[src/smf_pkg.sv]
// Shared types and codes for the stereo soft-mute fader.
// No dependencies; every other file of the block imports this package.
`timescale 1ns / 1ps
`default_nettype none

package smf_pkg;

   // Input function codes as they arrive on the request channel
   localparam int FUNC_BITS = 3;
   localparam logic [FUNC_BITS-1:0] FUNC_FRAME     = 3'd0;
   localparam logic [FUNC_BITS-1:0] FUNC_FADE_OUT  = 3'd1;
   localparam logic [FUNC_BITS-1:0] FUNC_FADE_IN   = 3'd2;
   localparam logic [FUNC_BITS-1:0] FUNC_FORCE_MUTE = 3'd3;
   localparam logic [FUNC_BITS-1:0] FUNC_FORCE_PLAY = 3'd4;

   // Configuration register indexes
   localparam int CSR_INDEX_BITS = 1;
   localparam logic [CSR_INDEX_BITS-1:0] CSR_FADE_SAMPLES = 1'b0;
   localparam logic [CSR_INDEX_BITS-1:0] CSR_FADE_CURVE   = 1'b1;

   localparam int FADE_SAMPLES_RESET = 2400;

   // Queue between the front and the back
   localparam int QUEUE_DEPTH = 2;

   // Classified operation carried through the queue
   localparam int OP_BITS = 3;
   typedef enum logic [OP_BITS-1:0] {
      OP_FRAME,
      OP_FADE_OUT,
      OP_FADE_IN,
      OP_MUTE,
      OP_PLAY,
      OP_NOP
   } op_type;

   // Fader state as reported on the result channel
   typedef enum logic [1:0] {
      ST_PLAYING  = 2'd0,
      ST_FADE_OUT = 2'd1,
      ST_MUTED    = 2'd2,
      ST_FADE_IN  = 2'd3
   } mode_type;

   typedef struct packed {
      logic full;
      logic empty;
   } queue_stat_type;

   typedef struct packed {
      logic start;
      logic is_sqrt;
   } arith_ctl_type;

   typedef struct packed {
      logic busy;
      logic done;
   } arith_stat_type;

endpackage

`default_nettype wire

[src/stereo_soft_mute_fader.sv]
// Top level of the stereo soft-mute fader: classifier, queue, fade
// sequencer and shared divide/root unit. Depends on smf_pkg and all smf_ modules.
//
//   channel  direction  handshake            payload
//   req_     in         req_valid/req_ready  func, left/right sample, last_frame
//   rsp_     out        rsp_valid/rsp_ready  left/right out, gain, state, silent, last
//   csr_     in         csr_we               csr_index, csr_wdata
//
// Commands and frames in the playing or muted state go straight to the send step
// of the sequencer, and a frame that ends a fade passes the scale step first. A fade
// frame waits for a division in the shared one-bit-per-cycle divide/root unit, then a
// square (power fade in) or a root in that unit (power fade out). Items are processed one
// at a time; a two-beat queue takes new beats while the sequencer works or the
// result waits. Reset is synchronous and needs no clearing pass.
`timescale 1ns / 1ps
`default_nettype none

module stereo_soft_mute_fader
   import smf_pkg::*;
#(
   parameter int SAMPLE_BITS    = 24,
   parameter int GAIN_FRAC_BITS = 15,
   parameter int POSITION_BITS  = 20
) (
   input  wire logic                          clock,
   input  wire logic                          reset,
   input  wire logic                          req_valid,
   output logic                               req_ready,
   input  wire logic [FUNC_BITS-1:0]          req_func,
   input  wire logic signed [SAMPLE_BITS-1:0] req_left_sample,
   input  wire logic signed [SAMPLE_BITS-1:0] req_right_sample,
   input  wire logic                          req_last_frame,
   output logic                               rsp_valid,
   input  wire logic                          rsp_ready,
   output logic signed [SAMPLE_BITS-1:0]      rsp_left_out,
   output logic signed [SAMPLE_BITS-1:0]      rsp_right_out,
   output logic [GAIN_FRAC_BITS:0]            rsp_gain_now,
   output logic [1:0]                         rsp_mute_state,
   output logic                               rsp_silent,
   output logic                               rsp_last_out,
   input  wire logic                          csr_we,
   input  wire logic [CSR_INDEX_BITS-1:0]     csr_index,
   input  wire logic [POSITION_BITS-1:0]      csr_wdata
);

   localparam int GW        = GAIN_FRAC_BITS + 1;
   localparam int ITEM_BITS = OP_BITS + 2 * SAMPLE_BITS + 1;
   localparam logic [GW-1:0] GAIN_ONE = {1'b1, {GAIN_FRAC_BITS{1'b0}}};

   queue_stat_type           q_stat;
   logic                     push;
   logic [ITEM_BITS-1:0]     push_data;
   logic                     pop;
   logic [ITEM_BITS-1:0]     pop_data;
   arith_ctl_type            arith_ctl;
   arith_stat_type           arith_stat;
   logic [POSITION_BITS-1:0] arith_num;
   logic [POSITION_BITS-1:0] arith_den;
   logic [GW-1:0]            arith_rad;
   logic [GW-1:0]            arith_result;

   smf_front #(
      .SAMPLE_BITS (SAMPLE_BITS)
   ) u_front (
      .req_valid        (req_valid),
      .req_ready        (req_ready),
      .req_func         (req_func),
      .req_left_sample  (req_left_sample),
      .req_right_sample (req_right_sample),
      .req_last_frame   (req_last_frame),
      .q_stat           (q_stat),
      .push             (push),
      .push_data        (push_data)
   );

   smf_queue #(
      .WIDTH (ITEM_BITS),
      .DEPTH (QUEUE_DEPTH)
   ) u_queue (
      .clock     (clock),
      .reset     (reset),
      .push      (push),
      .push_data (push_data),
      .pop       (pop),
      .pop_data  (pop_data),
      .q_stat    (q_stat)
   );

   smf_arith #(
      .GAIN_FRAC_BITS (GAIN_FRAC_BITS),
      .POSITION_BITS  (POSITION_BITS)
   ) u_arith (
      .clock  (clock),
      .reset  (reset),
      .ctl    (arith_ctl),
      .num    (arith_num),
      .den    (arith_den),
      .rad    (arith_rad),
      .stat   (arith_stat),
      .result (arith_result)
   );

   smf_back #(
      .SAMPLE_BITS    (SAMPLE_BITS),
      .GAIN_FRAC_BITS (GAIN_FRAC_BITS),
      .POSITION_BITS  (POSITION_BITS)
   ) u_back (
      .clock          (clock),
      .reset          (reset),
      .csr_we         (csr_we),
      .csr_index      (csr_index),
      .csr_wdata      (csr_wdata),
      .q_stat         (q_stat),
      .pop            (pop),
      .pop_data       (pop_data),
      .arith_ctl      (arith_ctl),
      .arith_num      (arith_num),
      .arith_den      (arith_den),
      .arith_rad      (arith_rad),
      .arith_stat     (arith_stat),
      .arith_result   (arith_result),
      .rsp_valid      (rsp_valid),
      .rsp_ready      (rsp_ready),
      .rsp_left_out   (rsp_left_out),
      .rsp_right_out  (rsp_right_out),
      .rsp_gain_now   (rsp_gain_now),
      .rsp_mute_state (rsp_mute_state),
      .rsp_silent     (rsp_silent),
      .rsp_last_out   (rsp_last_out)
   );

   // the divide/root unit is never restarted in the middle of a run
   a_arith_start_idle: assert property (@(posedge clock) disable iff (reset)
      arith_ctl.start |-> !arith_stat.busy)
      else $error("arith unit started while busy");

   // a pop never drains an empty queue
   a_pop_not_empty: assert property (@(posedge clock) disable iff (reset)
      pop |-> !q_stat.empty)
      else $error("pop from empty queue");

   // the playing state always carries unity gain
   a_playing_unity: assert property (@(posedge clock) disable iff (reset)
      (rsp_valid && rsp_mute_state == ST_PLAYING) |-> (rsp_gain_now == GAIN_ONE))
      else $error("playing state with gain other than unity");

   // the muted state always carries zero gain
   a_muted_zero: assert property (@(posedge clock) disable iff (reset)
      (rsp_valid && rsp_mute_state == ST_MUTED) |-> (rsp_gain_now == '0))
      else $error("muted state with nonzero gain");

endmodule

`default_nettype wire

[src/smf_front.sv]
// Front end: accepts request beats, classifies the function code and pushes
// the packed item into the queue. Depends on smf_pkg.
`timescale 1ns / 1ps
`default_nettype none

module smf_front
   import smf_pkg::*;
#(
   parameter int SAMPLE_BITS = 24,
   localparam int ITEM_BITS = OP_BITS + 2 * SAMPLE_BITS + 1
) (
   input  wire logic                          req_valid,
   output logic                               req_ready,
   input  wire logic [FUNC_BITS-1:0]          req_func,
   input  wire logic signed [SAMPLE_BITS-1:0] req_left_sample,
   input  wire logic signed [SAMPLE_BITS-1:0] req_right_sample,
   input  wire logic                          req_last_frame,
   input  queue_stat_type                     q_stat,
   output logic                               push,
   output logic [ITEM_BITS-1:0]               push_data
);

   op_type op;

   always_comb begin
      case (req_func)
         FUNC_FRAME:      op = OP_FRAME;
         FUNC_FADE_OUT:   op = OP_FADE_OUT;
         FUNC_FADE_IN:    op = OP_FADE_IN;
         FUNC_FORCE_MUTE: op = OP_MUTE;
         FUNC_FORCE_PLAY: op = OP_PLAY;
         default:         op = OP_NOP;
      endcase
   end

   assign req_ready = ~q_stat.full;
   assign push      = req_valid & ~q_stat.full;
   assign push_data = {op, req_left_sample, req_right_sample, req_last_frame};

endmodule

`default_nettype wire

[src/smf_queue.sv]
// Short FIFO that decouples the classifier from the fade sequencer.
// Depends on smf_pkg for its status struct.
`timescale 1ns / 1ps
`default_nettype none

module smf_queue
   import smf_pkg::*;
#(
   parameter int WIDTH = 8,
   parameter int DEPTH = 2
) (
   input  wire logic             clock,
   input  wire logic             reset,
   input  wire logic             push,
   input  wire logic [WIDTH-1:0] push_data,
   input  wire logic             pop,
   output logic [WIDTH-1:0]      pop_data,
   output queue_stat_type        q_stat
);

   localparam int PTR_BITS = (DEPTH > 1) ? $clog2(DEPTH) : 1;
   localparam int CNT_BITS = $clog2(DEPTH + 1);

   logic [WIDTH-1:0]    entry_ff [DEPTH];
   logic [PTR_BITS-1:0] wr_ptr_ff, wr_ptr_in;
   logic [PTR_BITS-1:0] rd_ptr_ff, rd_ptr_in;
   logic [CNT_BITS-1:0] count_ff, count_in;

   function automatic logic [PTR_BITS-1:0] next_ptr(input logic [PTR_BITS-1:0] ptr);
      if (ptr == PTR_BITS'(DEPTH - 1)) begin
         return '0;
      end
      return ptr + PTR_BITS'(1);
   endfunction

   always_comb begin
      wr_ptr_in = push ? next_ptr(wr_ptr_ff) : wr_ptr_ff;
      rd_ptr_in = pop ? next_ptr(rd_ptr_ff) : rd_ptr_ff;
      count_in  = count_ff;
      if (push && !pop) begin
         count_in = count_ff + CNT_BITS'(1);
      end else if (pop && !push) begin
         count_in = count_ff - CNT_BITS'(1);
      end
   end

   always_ff @(posedge clock) begin
      if (push) begin
         entry_ff[wr_ptr_ff] <= push_data;
      end
   end

   always_ff @(posedge clock) begin
      if (reset) begin
         wr_ptr_ff <= '0;
         rd_ptr_ff <= '0;
         count_ff  <= '0;
      end else begin
         wr_ptr_ff <= wr_ptr_in;
         rd_ptr_ff <= rd_ptr_in;
         count_ff  <= count_in;
      end
   end

   assign pop_data     = entry_ff[rd_ptr_ff];
   assign q_stat.full  = (count_ff == CNT_BITS'(DEPTH));
   assign q_stat.empty = (count_ff == '0);

endmodule

`default_nettype wire

[src/smf_arith.sv]
// Shared shift-subtract unit: fade fraction pos * 2^G / total one quotient
// bit a cycle, or floor(sqrt(rad * 2^G)) one root bit a cycle. Uses smf_pkg.
`timescale 1ns / 1ps
`default_nettype none

module smf_arith
   import smf_pkg::*;
#(
   parameter int GAIN_FRAC_BITS = 15,
   parameter int POSITION_BITS  = 20,
   localparam int GW = GAIN_FRAC_BITS + 1
) (
   input  wire logic                     clock,
   input  wire logic                     reset,
   input  arith_ctl_type                 ctl,
   input  wire logic [POSITION_BITS-1:0] num,
   input  wire logic [POSITION_BITS-1:0] den,
   input  wire logic [GW-1:0]            rad,
   output arith_stat_type                stat,
   output logic [GW-1:0]                 result
);

   localparam int G        = GAIN_FRAC_BITS;
   localparam int P        = POSITION_BITS;
   localparam int CNT_BITS = $clog2(G + 1);
   localparam int X_BITS   = 2 * G + 2;
   localparam int REM_BITS = G + 3;
   localparam int CAT_BITS = REM_BITS + 2;

   logic                busy_ff;
   logic                done_ff;
   logic                sqrt_ff;
   logic [CNT_BITS-1:0] count_ff;
   logic [GW-1:0]       res_ff;
   logic [P-1:0]        div_rem_ff, div_rem_in;
   logic [REM_BITS-1:0] sq_rem_ff, sq_rem_in;
   logic [X_BITS-1:0]   x_ff;
   logic                bit_in;
   logic                last_step;

   logic [P:0]          div_shift;
   logic [P:0]          div_diff;
   logic                div_ge;
   logic [CAT_BITS-1:0] sq_cat;
   logic [CAT_BITS-1:0] sq_trial;
   logic [CAT_BITS-1:0] sq_diff;
   logic                sq_ge;

   always_comb begin
      // remainder stays below den, so one spare bit holds the doubled value
      div_shift = {div_rem_ff, 1'b0};
      div_diff  = div_shift - {1'b0, den};
      div_ge    = (div_shift >= {1'b0, den});

      sq_cat    = {sq_rem_ff, x_ff[X_BITS-1 -: 2]};
      sq_trial  = {2'b00, res_ff, 2'b01};
      sq_diff   = sq_cat - sq_trial;
      sq_ge     = (sq_cat >= sq_trial);

      if (sqrt_ff) begin
         bit_in     = sq_ge;
         div_rem_in = div_rem_ff;
         sq_rem_in  = sq_ge ? sq_diff[REM_BITS-1:0] : sq_cat[REM_BITS-1:0];
         last_step  = (count_ff == CNT_BITS'(G));
      end else begin
         bit_in     = div_ge;
         div_rem_in = div_ge ? div_diff[P-1:0] : div_shift[P-1:0];
         sq_rem_in  = sq_rem_ff;
         last_step  = (count_ff == CNT_BITS'(G - 1));
      end
   end

   always_ff @(posedge clock) begin
      if (reset) begin
         busy_ff  <= 1'b0;
         done_ff  <= 1'b0;
         sqrt_ff  <= 1'b0;
         count_ff <= '0;
      end else begin
         done_ff <= 1'b0;
         if (ctl.start) begin
            busy_ff    <= 1'b1;
            sqrt_ff    <= ctl.is_sqrt;
            count_ff   <= '0;
            res_ff     <= '0;
            div_rem_ff <= num;
            sq_rem_ff  <= '0;
            x_ff       <= {1'b0, rad, G'(0)};
         end else if (busy_ff) begin
            res_ff     <= {res_ff[GW-2:0], bit_in};
            div_rem_ff <= div_rem_in;
            sq_rem_ff  <= sq_rem_in;
            x_ff       <= {x_ff[X_BITS-3:0], 2'b00};
            count_ff   <= count_ff + CNT_BITS'(1);
            if (last_step) begin
               busy_ff <= 1'b0;
               done_ff <= 1'b1;
            end
         end
      end
   end

   assign stat.busy = busy_ff;
   assign stat.done = done_ff;
   assign result    = res_ff;

endmodule

`default_nettype wire

[src/smf_back.sv]
// Back end: fade sequencer. Holds the configuration, the fader state,
// position and gain, drives the arithmetic unit, scales both samples and
// owns the result register. Depends on smf_pkg and on smf_arith via ports.
`timescale 1ns / 1ps
`default_nettype none

module smf_back
   import smf_pkg::*;
#(
   parameter int SAMPLE_BITS    = 24,
   parameter int GAIN_FRAC_BITS = 15,
   parameter int POSITION_BITS  = 20,
   localparam int GW        = GAIN_FRAC_BITS + 1,
   localparam int ITEM_BITS = OP_BITS + 2 * SAMPLE_BITS + 1
) (
   input  wire logic                          clock,
   input  wire logic                          reset,
   input  wire logic                          csr_we,
   input  wire logic [CSR_INDEX_BITS-1:0]     csr_index,
   input  wire logic [POSITION_BITS-1:0]      csr_wdata,
   input  queue_stat_type                     q_stat,
   output logic                               pop,
   input  wire logic [ITEM_BITS-1:0]          pop_data,
   output arith_ctl_type                      arith_ctl,
   output logic [POSITION_BITS-1:0]           arith_num,
   output logic [POSITION_BITS-1:0]           arith_den,
   output logic [GW-1:0]                      arith_rad,
   input  arith_stat_type                     arith_stat,
   input  wire logic [GW-1:0]                 arith_result,
   output logic                               rsp_valid,
   input  wire logic                          rsp_ready,
   output logic signed [SAMPLE_BITS-1:0]      rsp_left_out,
   output logic signed [SAMPLE_BITS-1:0]      rsp_right_out,
   output logic [GW-1:0]                      rsp_gain_now,
   output logic [1:0]                         rsp_mute_state,
   output logic                               rsp_silent,
   output logic                               rsp_last_out
);

   localparam int S         = SAMPLE_BITS;
   localparam int G         = GAIN_FRAC_BITS;
   localparam int P         = POSITION_BITS;
   localparam int PROD_BITS = S + GW + 1;
   localparam logic [GW-1:0] GAIN_ONE  = {1'b1, {G{1'b0}}};
   // one percent of unity, rounded up
   localparam logic [GW-1:0] SILENT_LEVEL = GW'(((1 << G) + 99) / 100);

   typedef enum logic [2:0] {
      S_IDLE,
      S_DIV,
      S_ROOT,
      S_SQUARE,
      S_SCALE,
      S_SEND
   } state_type;

   state_type        state_ff;
   mode_type         mode_ff;
   logic [P-1:0]     position_ff;
   logic [GW-1:0]    gain_ff;
   logic [P-1:0]     fade_len_ff;
   logic             curve_ff;
   logic             fo_ff;
   logic [GW-1:0]    g_ff;
   logic [G-1:0]     p_ff;
   logic [GW-1:0]    rad_ff;
   logic [S-1:0]     left_ff;
   logic [S-1:0]     right_ff;
   logic             last_ff;
   logic [S-1:0]     res_left_ff;
   logic [S-1:0]     res_right_ff;
   arith_ctl_type    arith_ctl_ff;
   logic             rsp_valid_ff;
   logic [S-1:0]     rsp_left_ff;
   logic [S-1:0]     rsp_right_ff;
   logic [GW-1:0]    rsp_gain_ff;
   logic [1:0]       rsp_mode_ff;
   logic             rsp_silent_ff;
   logic             rsp_last_ff;

   op_type           item_op;
   logic [S-1:0]     item_left;
   logic [S-1:0]     item_right;
   logic             item_last;
   logic [P-1:0]     total;
   logic             item_fo;
   logic [G-1:0]     frac;
   logic [2*G-1:0]   frac_sq;
   logic signed [PROD_BITS-1:0] prod_left;
   logic signed [PROD_BITS-1:0] prod_right;
   logic             silent_now;
   logic             send_free;

   always_comb begin
      item_op    = op_type'(pop_data[ITEM_BITS-1 -: OP_BITS]);
      item_left  = pop_data[2*S : S+1];
      item_right = pop_data[S:1];
      item_last  = pop_data[0];
      total      = (fade_len_ff == '0) ? P'(1) : fade_len_ff;
      item_fo    = (mode_ff == ST_FADE_OUT);
      frac       = arith_result[G-1:0];
      frac_sq    = p_ff * p_ff;
      prod_left  = $signed(left_ff) * $signed({1'b0, g_ff});
      prod_right = $signed(right_ff) * $signed({1'b0, g_ff});
      silent_now = (mode_ff == ST_MUTED) || ((mode_ff == ST_FADE_OUT) && (gain_ff < SILENT_LEVEL));
      send_free  = ~rsp_valid_ff | rsp_ready;
   end

   assign pop = (state_ff == S_IDLE) && !q_stat.empty;

   always_ff @(posedge clock) begin
      if (reset) begin
         state_ff     <= S_IDLE;
         mode_ff      <= ST_PLAYING;
         position_ff  <= '0;
         gain_ff      <= GAIN_ONE;
         fade_len_ff  <= P'(FADE_SAMPLES_RESET);
         curve_ff     <= 1'b0;
         arith_ctl_ff <= '0;
         rsp_valid_ff <= 1'b0;
      end else begin
         arith_ctl_ff <= '0;

         if (csr_we) begin
            case (csr_index)
               CSR_FADE_SAMPLES: fade_len_ff <= csr_wdata;
               CSR_FADE_CURVE:   curve_ff    <= csr_wdata[0];
               default:          ;
            endcase
         end

         if (rsp_valid_ff && rsp_ready) begin
            rsp_valid_ff <= 1'b0;
         end

         case (state_ff)
            S_IDLE: begin
               if (!q_stat.empty) begin
                  left_ff      <= item_left;
                  right_ff     <= item_right;
                  last_ff      <= item_last;
                  res_left_ff  <= '0;
                  res_right_ff <= '0;
                  state_ff     <= S_SEND;
                  case (item_op)
                     OP_FRAME: begin
                        if (mode_ff == ST_PLAYING) begin
                           res_left_ff  <= item_left;
                           res_right_ff <= item_right;
                        end else if (mode_ff == ST_MUTED) begin
                           gain_ff <= '0;
                        end else if (position_ff >= total) begin
                           // fade done: settle and apply the end gain
                           mode_ff  <= item_fo ? ST_MUTED : ST_PLAYING;
                           g_ff     <= item_fo ? '0 : GAIN_ONE;
                           state_ff <= S_SCALE;
                        end else begin
                           fo_ff                <= item_fo;
                           arith_ctl_ff.start   <= 1'b1;
                           arith_ctl_ff.is_sqrt <= 1'b0;
                           state_ff             <= S_DIV;
                        end
                     end
                     OP_FADE_OUT: begin
                        if (mode_ff inside {ST_PLAYING, ST_FADE_IN}) begin
                           position_ff <= '0;
                           mode_ff     <= ST_FADE_OUT;
                        end
                     end
                     OP_FADE_IN: begin
                        if (mode_ff inside {ST_MUTED, ST_FADE_OUT}) begin
                           position_ff <= '0;
                           mode_ff     <= ST_FADE_IN;
                        end
                     end
                     OP_MUTE: begin
                        mode_ff     <= ST_MUTED;
                        gain_ff     <= '0;
                        position_ff <= '0;
                     end
                     OP_PLAY: begin
                        mode_ff     <= ST_PLAYING;
                        gain_ff     <= GAIN_ONE;
                        position_ff <= '0;
                     end
                     default: ;
                  endcase
               end
            end
            S_DIV: begin
               if (arith_stat.done) begin
                  position_ff <= position_ff + P'(1);
                  if (!curve_ff) begin
                     g_ff     <= fo_ff ? (GAIN_ONE - {1'b0, frac}) : {1'b0, frac};
                     state_ff <= S_SCALE;
                  end else if (fo_ff) begin
                     rad_ff               <= GAIN_ONE - {1'b0, frac};
                     arith_ctl_ff.start   <= 1'b1;
                     arith_ctl_ff.is_sqrt <= 1'b1;
                     state_ff             <= S_ROOT;
                  end else begin
                     p_ff     <= frac;
                     state_ff <= S_SQUARE;
                  end
               end
            end
            S_ROOT: begin
               if (arith_stat.done) begin
                  g_ff     <= arith_result;
                  state_ff <= S_SCALE;
               end
            end
            S_SQUARE: begin
               g_ff     <= {1'b0, frac_sq[2*G-1:G]};
               state_ff <= S_SCALE;
            end
            S_SCALE: begin
               // floor shift: keep the bits above the gain fraction
               res_left_ff  <= prod_left[G +: S];
               res_right_ff <= prod_right[G +: S];
               gain_ff      <= g_ff;
               state_ff     <= S_SEND;
            end
            S_SEND: begin
               if (send_free) begin
                  rsp_valid_ff  <= 1'b1;
                  rsp_left_ff   <= res_left_ff;
                  rsp_right_ff  <= res_right_ff;
                  rsp_gain_ff   <= gain_ff;
                  rsp_mode_ff   <= mode_ff;
                  rsp_silent_ff <= silent_now;
                  rsp_last_ff   <= last_ff;
                  state_ff      <= S_IDLE;
               end
            end
            default: state_ff <= S_IDLE;
         endcase
      end
   end

   assign arith_ctl      = arith_ctl_ff;
   assign arith_num      = position_ff;
   assign arith_den      = total;
   assign arith_rad      = rad_ff;
   assign rsp_valid      = rsp_valid_ff;
   assign rsp_left_out   = rsp_left_ff;
   assign rsp_right_out  = rsp_right_ff;
   assign rsp_gain_now   = rsp_gain_ff;
   assign rsp_mute_state = rsp_mode_ff;
   assign rsp_silent     = rsp_silent_ff;
   assign rsp_last_out   = rsp_last_ff;

endmodule

`default_nettype wire
[config.mk]
export PLATFORM = sky130hd
export DESIGN_NAME = stereo_soft_mute_fader
export DESIGN_NICKNAME = d
export VERILOG_FILES = /design/src/smf_pkg.sv /design/src/stereo_soft_mute_fader.sv /design/src/smf_front.sv /design/src/smf_queue.sv /design/src/smf_arith.sv /design/src/smf_back.sv
export SDC_FILE = /design/constraint.sdc
export NUM_CORES = 2
export LEC_CHECK = 0
export ABC_AREA = 1
export BUFFER_PORTS_ARGS = -buffer_cell sky130_fd_sc_hd__clkbuf_2
export CAP_MARGIN = 10
export CORE_ASPECT_RATIO = 0.8
export CORE_MARGIN = 2
export CORE_UTILIZATION = 55
export DETAILED_ROUTE_END_ITERATION = 12
export GPL_TIMING_DRIVEN = 0
export PLACE_DENSITY = 0.71
export SLEW_MARGIN = 20
export SYNTH_ARGS = -nofsm -noshare
export SYNTH_HDL_FRONTEND = slang
export SYNTH_SLANG_ARGS = --single-unit
[constraint.sdc]
create_clock -name clock -period 14 [get_ports clock]
set_clock_uncertainty 0.05 [all_clocks]
set_input_delay 0.7 -clock clock [delete_from_list [all_inputs] [get_ports clock]]
set_output_delay 0.7 -clock clock [all_outputs]
set_load 0.005 [all_outputs]
# Word level (Yosys, flattened, before mapping)
# Memory sizes are Yosys's and may differ from the RTL's. A register that Yosys moved wholly into a read port is not among the register bits.
# Index checks and enable logic that the tools add are counted.
# word_totals
ff_bits	373
ram_bits	104
input_bits	78
mem_count	1
# memory_table
memory	depth	word_bits	rd	rd_ports_with_merged_regs	wr	line	text
u_queue.entry_ff	2	52	1	1	1	smf_queue.sv:24	logic [WIDTH-1:0] entry_ff [DEPTH];
# classes
n_addsub	9
mul	3
magnitude_cmp	4
n_eq_ne	40
muxes	90
n_bitwise	12
reduce_logical	43
# ops
operator	count
$mux W16	14
$mux W20	9
$mux W24	6
$pmux W24 S2	2
$mul A24 B17 Y39	2
$pmux W16 S4	1
$pmux W20 S3	1
$mux W18	3
$pmux W16 S3	1
$pmux W20 S2	1
$mux W2	16
$mux W32	1
$pmux W16 S2	1
$mux W31	1
$mul A15 B15 Y30	1
$mux W3	9
$ge A21 B20 Y1	1
$add A20 B1 Y20 const B	1
$ge A20 B18 Y1	1
$ge A20 B20 Y1	1
$logic_not A20 Y1	1
$mux W1	20
$ne A2 B2 Y1 const B	10
$sub A20 B20 Y20	1
41 further kinds	96

# Logic depth before layout (Yosys ltp)
# logic_depth
word_depth	9
depth_mapped	29
depth_no_buf	28

# Hierarchy
# A second synthesis with hierarchy kept.
# unflattened
cells_unflattened	6853
area_unflattened_um2	57178.6
# modules_own_cells
mod	n_inst	cells_each	area_per_inst_um2	seq_area_each_um2
smf_back	1	5745	46478.3	7697.4
smf_arith	1	855	6064.6	2272.2
smf_queue	1	195	4234.1	3223.1
smf_front	1	58	401.6	0.0

# Least setup slack after synthesis
# Ideal clock, no wire load.
# synth_path
path_type	input to register
from	input port reset
to	register u_back.rsp_gain_ff[0], in the netlist u_back.rsp_gain_now[0] (enable)
setup_ns	0.577
arrival_ns	5.554
required_ns	13.373
setup_slack_ns	7.818
cell_stages	2
n_path_buf	1
path_cell_list	clkbuf_1 -> nor3_1
# synth_between
elab_chain_cells	2
# synth_lines
item	line	text
start, declared	stereo_soft_mute_fader.sv:26	input wire logic reset,
$not A1 Y1 (no source line)	n/a	
$reduce_and A3 Y1 (no source line)	n/a	
end signal, assigned	smf_back.sv:229	rsp_gain_ff <= gain_ff;
end, declared	smf_back.sv:76	logic [GW-1:0] rsp_gain_ff;
# No other way between the ends.
# A chain may end at the register's enable or synchronous reset.

# Final worst setup path
# layout_path
from	register u_back.g_ff[2]
to	register u_back.res_left_ff[7], data pin
# layout_between
elab_chain_cells	2
# layout_lines
item	line	text
start, declared	smf_back.sv:64	logic [GW-1:0] g_ff;
start signal, assigned	smf_back.sv:155	g_ff <= item_fo ? '0 : GAIN_ONE;
start signal, assigned	smf_back.sv:194	g_ff <= fo_ff ? (GAIN_ONE - {1'b0, frac}) : {1'b0, frac};
start signal, assigned	smf_back.sv:209	g_ff <= arith_result;
$mul A24 B17 Y39	smf_back.sv:103	prod_left = $signed(left_ff) * $signed({1'b0, g_ff});
$pmux W24 S2	smf_back.sv:136	case (state_ff)
end signal, assigned	smf_back.sv:148	res_left_ff <= item_left;
end signal, assigned	smf_back.sv:219	res_left_ff <= prod_left[G +: S];
end, declared	smf_back.sv:70	logic [S-1:0] res_left_ff;
# No other way between the ends.

==> impl_metrics.toml <==
[worst_setup_path]
rrSetupSlack_ns = 5.80
arrival_ns = 8.47
crit_chain = "clkbuf_1, clkbuf_1, nand2_1, fa_1, fa_1, fa_1, inv_1, fa_1, fa_1, inv_1, fa_1, inv_1, ha_1, a21o_1, o21bai_1, a21oi_1, nand3_1, o21ai_0, o21ai_0"
required_ns = 14.27
start_kind = "flop"
slowest_delay_ns = 0.89
endpoint_kind = "flop"
worstPathMaxFanout = 10
crit_type = "reg2reg"
critPathMostFrequentCell = "fa_1"
slowest_stage = "clkbuf_1"

[timing]
rsz0062_at_grt = "false"
hold_viol = 0
maxSlewHeadroom_pct = 20.95
slew_viol_final = 0
maxClockFrequency_mhz = 121.9
fin_crit_ns = 8.201
finalSetupViolCount = 0
finalCritPeriodShare_pct = 58.58
finalSetupTns_ns = 0
worst-slew-pin-transition_ns = 1.186

[cts]
cts_root_buf = "clkbuf_16"
postCtsSetupBuffers = 0
cts_resized = 0
numCtsBuffers = 50
clock-sinks = 465
path_clk_slew_ns = 0.07
cts_tree = "built"
max-clock-path-buffers = 3
ctsHoldBuffers = 0
insertion_delay_ns = 0.64
cts.htree.levels = 2

[global_routing]
grt_pass1_wl_mm = 258.2
first_global_vias = 45010
antenna_found_initial = 3
grt_max_degree = 28
grt_overflow = 0
grt_usage_pct = 32.71

[floorplanning]
die_h_um = 288.6
ios = 148
coreArea_mm2 = 0.1005
start_util_pct = 55.45
die_area_mm2 = 0.1039
rows = 104
dieWidth_um = 359.8

[synth]
synthesis.area_mm2 = 0.05570
ys_async_sr_fraction_pct = 0
synth_edf_count = 388
yosysTopAreaCell = "fa_1"
synth_top_cell_area_share_pct = 30.98
syn-num-nets = 7962
ys.flop_type = "edfxtp_1"
synth_area_leaders = "fa_1 (31%), edfxtp_1 (21%), inv_1 (12%)"
syn_area_per_cell_um2 = 8.342
ys_seq_elements = 465
yosysSeqAreaShare_pct = 23.68
yosysWarnings = 0
ys_types = 52
netlist_instances = 6677

[outcome]
status = "finished clean"

[drt]
wl_mm = 166.0
firstDrtPassIters = 8
via_per_inst = 5.379
wl_per_cell_um = 20.09
drc = 0
via_count = 44460
postRouteAntennaNets = 0
drtIter0Drc = 4655

[finish]
fillers = 8971
final_common_cell = "inv_1"
fin_nets = 8184
regArea_mm2 = 0.01319
multiInputGateArea_mm2 = 0.03486
areaGrowthSynthToFinish_pct = 8.013
final_cell_mix = "inv_1 (1793), nand2_1 (1663), fa_1 (862), edfxtp_1 (388), ha_1 (345)"
final_layout_size_suffix_gt1_share_pct = 4.887

[worst_hold_path]
min_path_type = "in2reg"

[placement]
numPortBuffers = 147
dp_hpwl_mm = 138.1
place.gp.congestion = 0.9783

[flow_run]
cap_violations = 0
## sequential cells by signal (all words and copies together), names as in the netlist, 17 cells and up, named ones only
name / cells
u_back.res_left_ff: 24
u_arith.x_ff: 17
u_arith.sq_rem_ff: 18
u_back.res_right_ff: 24
u_arith.div_rem_ff: 20
u_back.right_ff: 24
u_back.left_ff: 24
u_queue.entry_ff: 104
u_back.rsp_right_out: 24
u_back.rsp_left_out: 24
u_back.fade_len_ff: 20
u_back.arith_num: 20
## logic make-up after synthesis
logic type	Yosys count	share of synthesized area (%)
AO/OA/AOI/OAI	589	5.775
flip-flops	465	23.68
XOR/XNOR	74	1.164
buffers and inverters	2047	13.86
multiplexers	25	0.4987
adder cells (fa/ha/maj)	1207	38.73
AND/OR/NAND/NOR	2270	16.29
## synth_stat cells, types with 22 or more instances
| master | instances |
|---|---|
| inv_1 | 1793 |
| nand2_1 | 1663 |
| fa_1 | 862 |
| edfxtp_1 | 388 |
| ha_1 | 345 |
| nor2_1 | 299 |
| a21oi_1 | 238 |
| o21ai_0 | 233 |
| clkbuf_1 | 216 |
| nand3_1 | 178 |
| dfxtp_1 | 77 |
| nor3_1 | 47 |
| xor2_1 | 40 |
| xnor2_1 | 34 |
| nand4_1 | 29 |
| a31oi_1 | 22 |
| mux2_2 | 22 |
## stage by stage
stage / instance area, µm² / utilization (%) / hold slack [ns] / worst slack, ns / instances
global route: 60160 / 59.89 / 0.2074 / 5.392 / 8262
CTS: 60160 / 59.88 / 0.1906 / 6.186 / 8262
detailed placement: 58510 / 58.24 / 0.3545 / 6.224 / 8172
floorplan: 55700 / - / 0.3503 / 7.818 / 6677
global placement: 58090 / 57.83 / 0.3506 / 3.057 / 8149
finish: 60160 / 59.89 / 0.2095 / 5.799 / 8264
## worst max-delay path, delay by kind of cell, from the launching register on
kind | cells | cell delay [ns]
flip-flops | 1 | 0.39
adder cells (fa/ha/maj) | 7 | 3.48
AO/OA/AOI/OAI | 5 | 1.73
AND/OR/NAND/NOR | 2 | 0.35
buffers and inverters | 5 | 1.90
## cell type report
type,instances,area share [%]
inverter,1798,11.22
tap,1325,2.756
buffer,249,1.620
clock buffer,65,2.223
clock inverter,25,0.5137
antenna,2,0.008319
sequential,465,21.93
timing repair buffer,170,1.793
multi-input combinational,4165,57.94
## layer usage
layer  share of wire [%]  routed length (µm)  track usage (%)  up-vias
li1                    -                   -                -    20330
met1                  42               69670            46.41    21610
met2                  43               70970            49.48     2196
met3                  11               18820            7.575      314
met4                 3.9                6536            11.71        0
met5                   0                   0                0        -
## final timing paths
path | cells after the start | start | end
worst max-delay path | 19 | u_back.g_ff[2] | u_back.res_left_ff[7]
worst min-delay path | 1 | req_right_sample[23] | u_queue.entry_ff[1][24]
worst max register to register | 19 | u_back.g_ff[2] | u_back.res_left_ff[7]
worst min register to register | 0 | u_back.res_right_ff[6] | u_back.rsp_right_out[6]
Power is left out: the tool's default activity adds up to more than one toggle a clock period on the data nets, which glitch-free logic cannot reach.
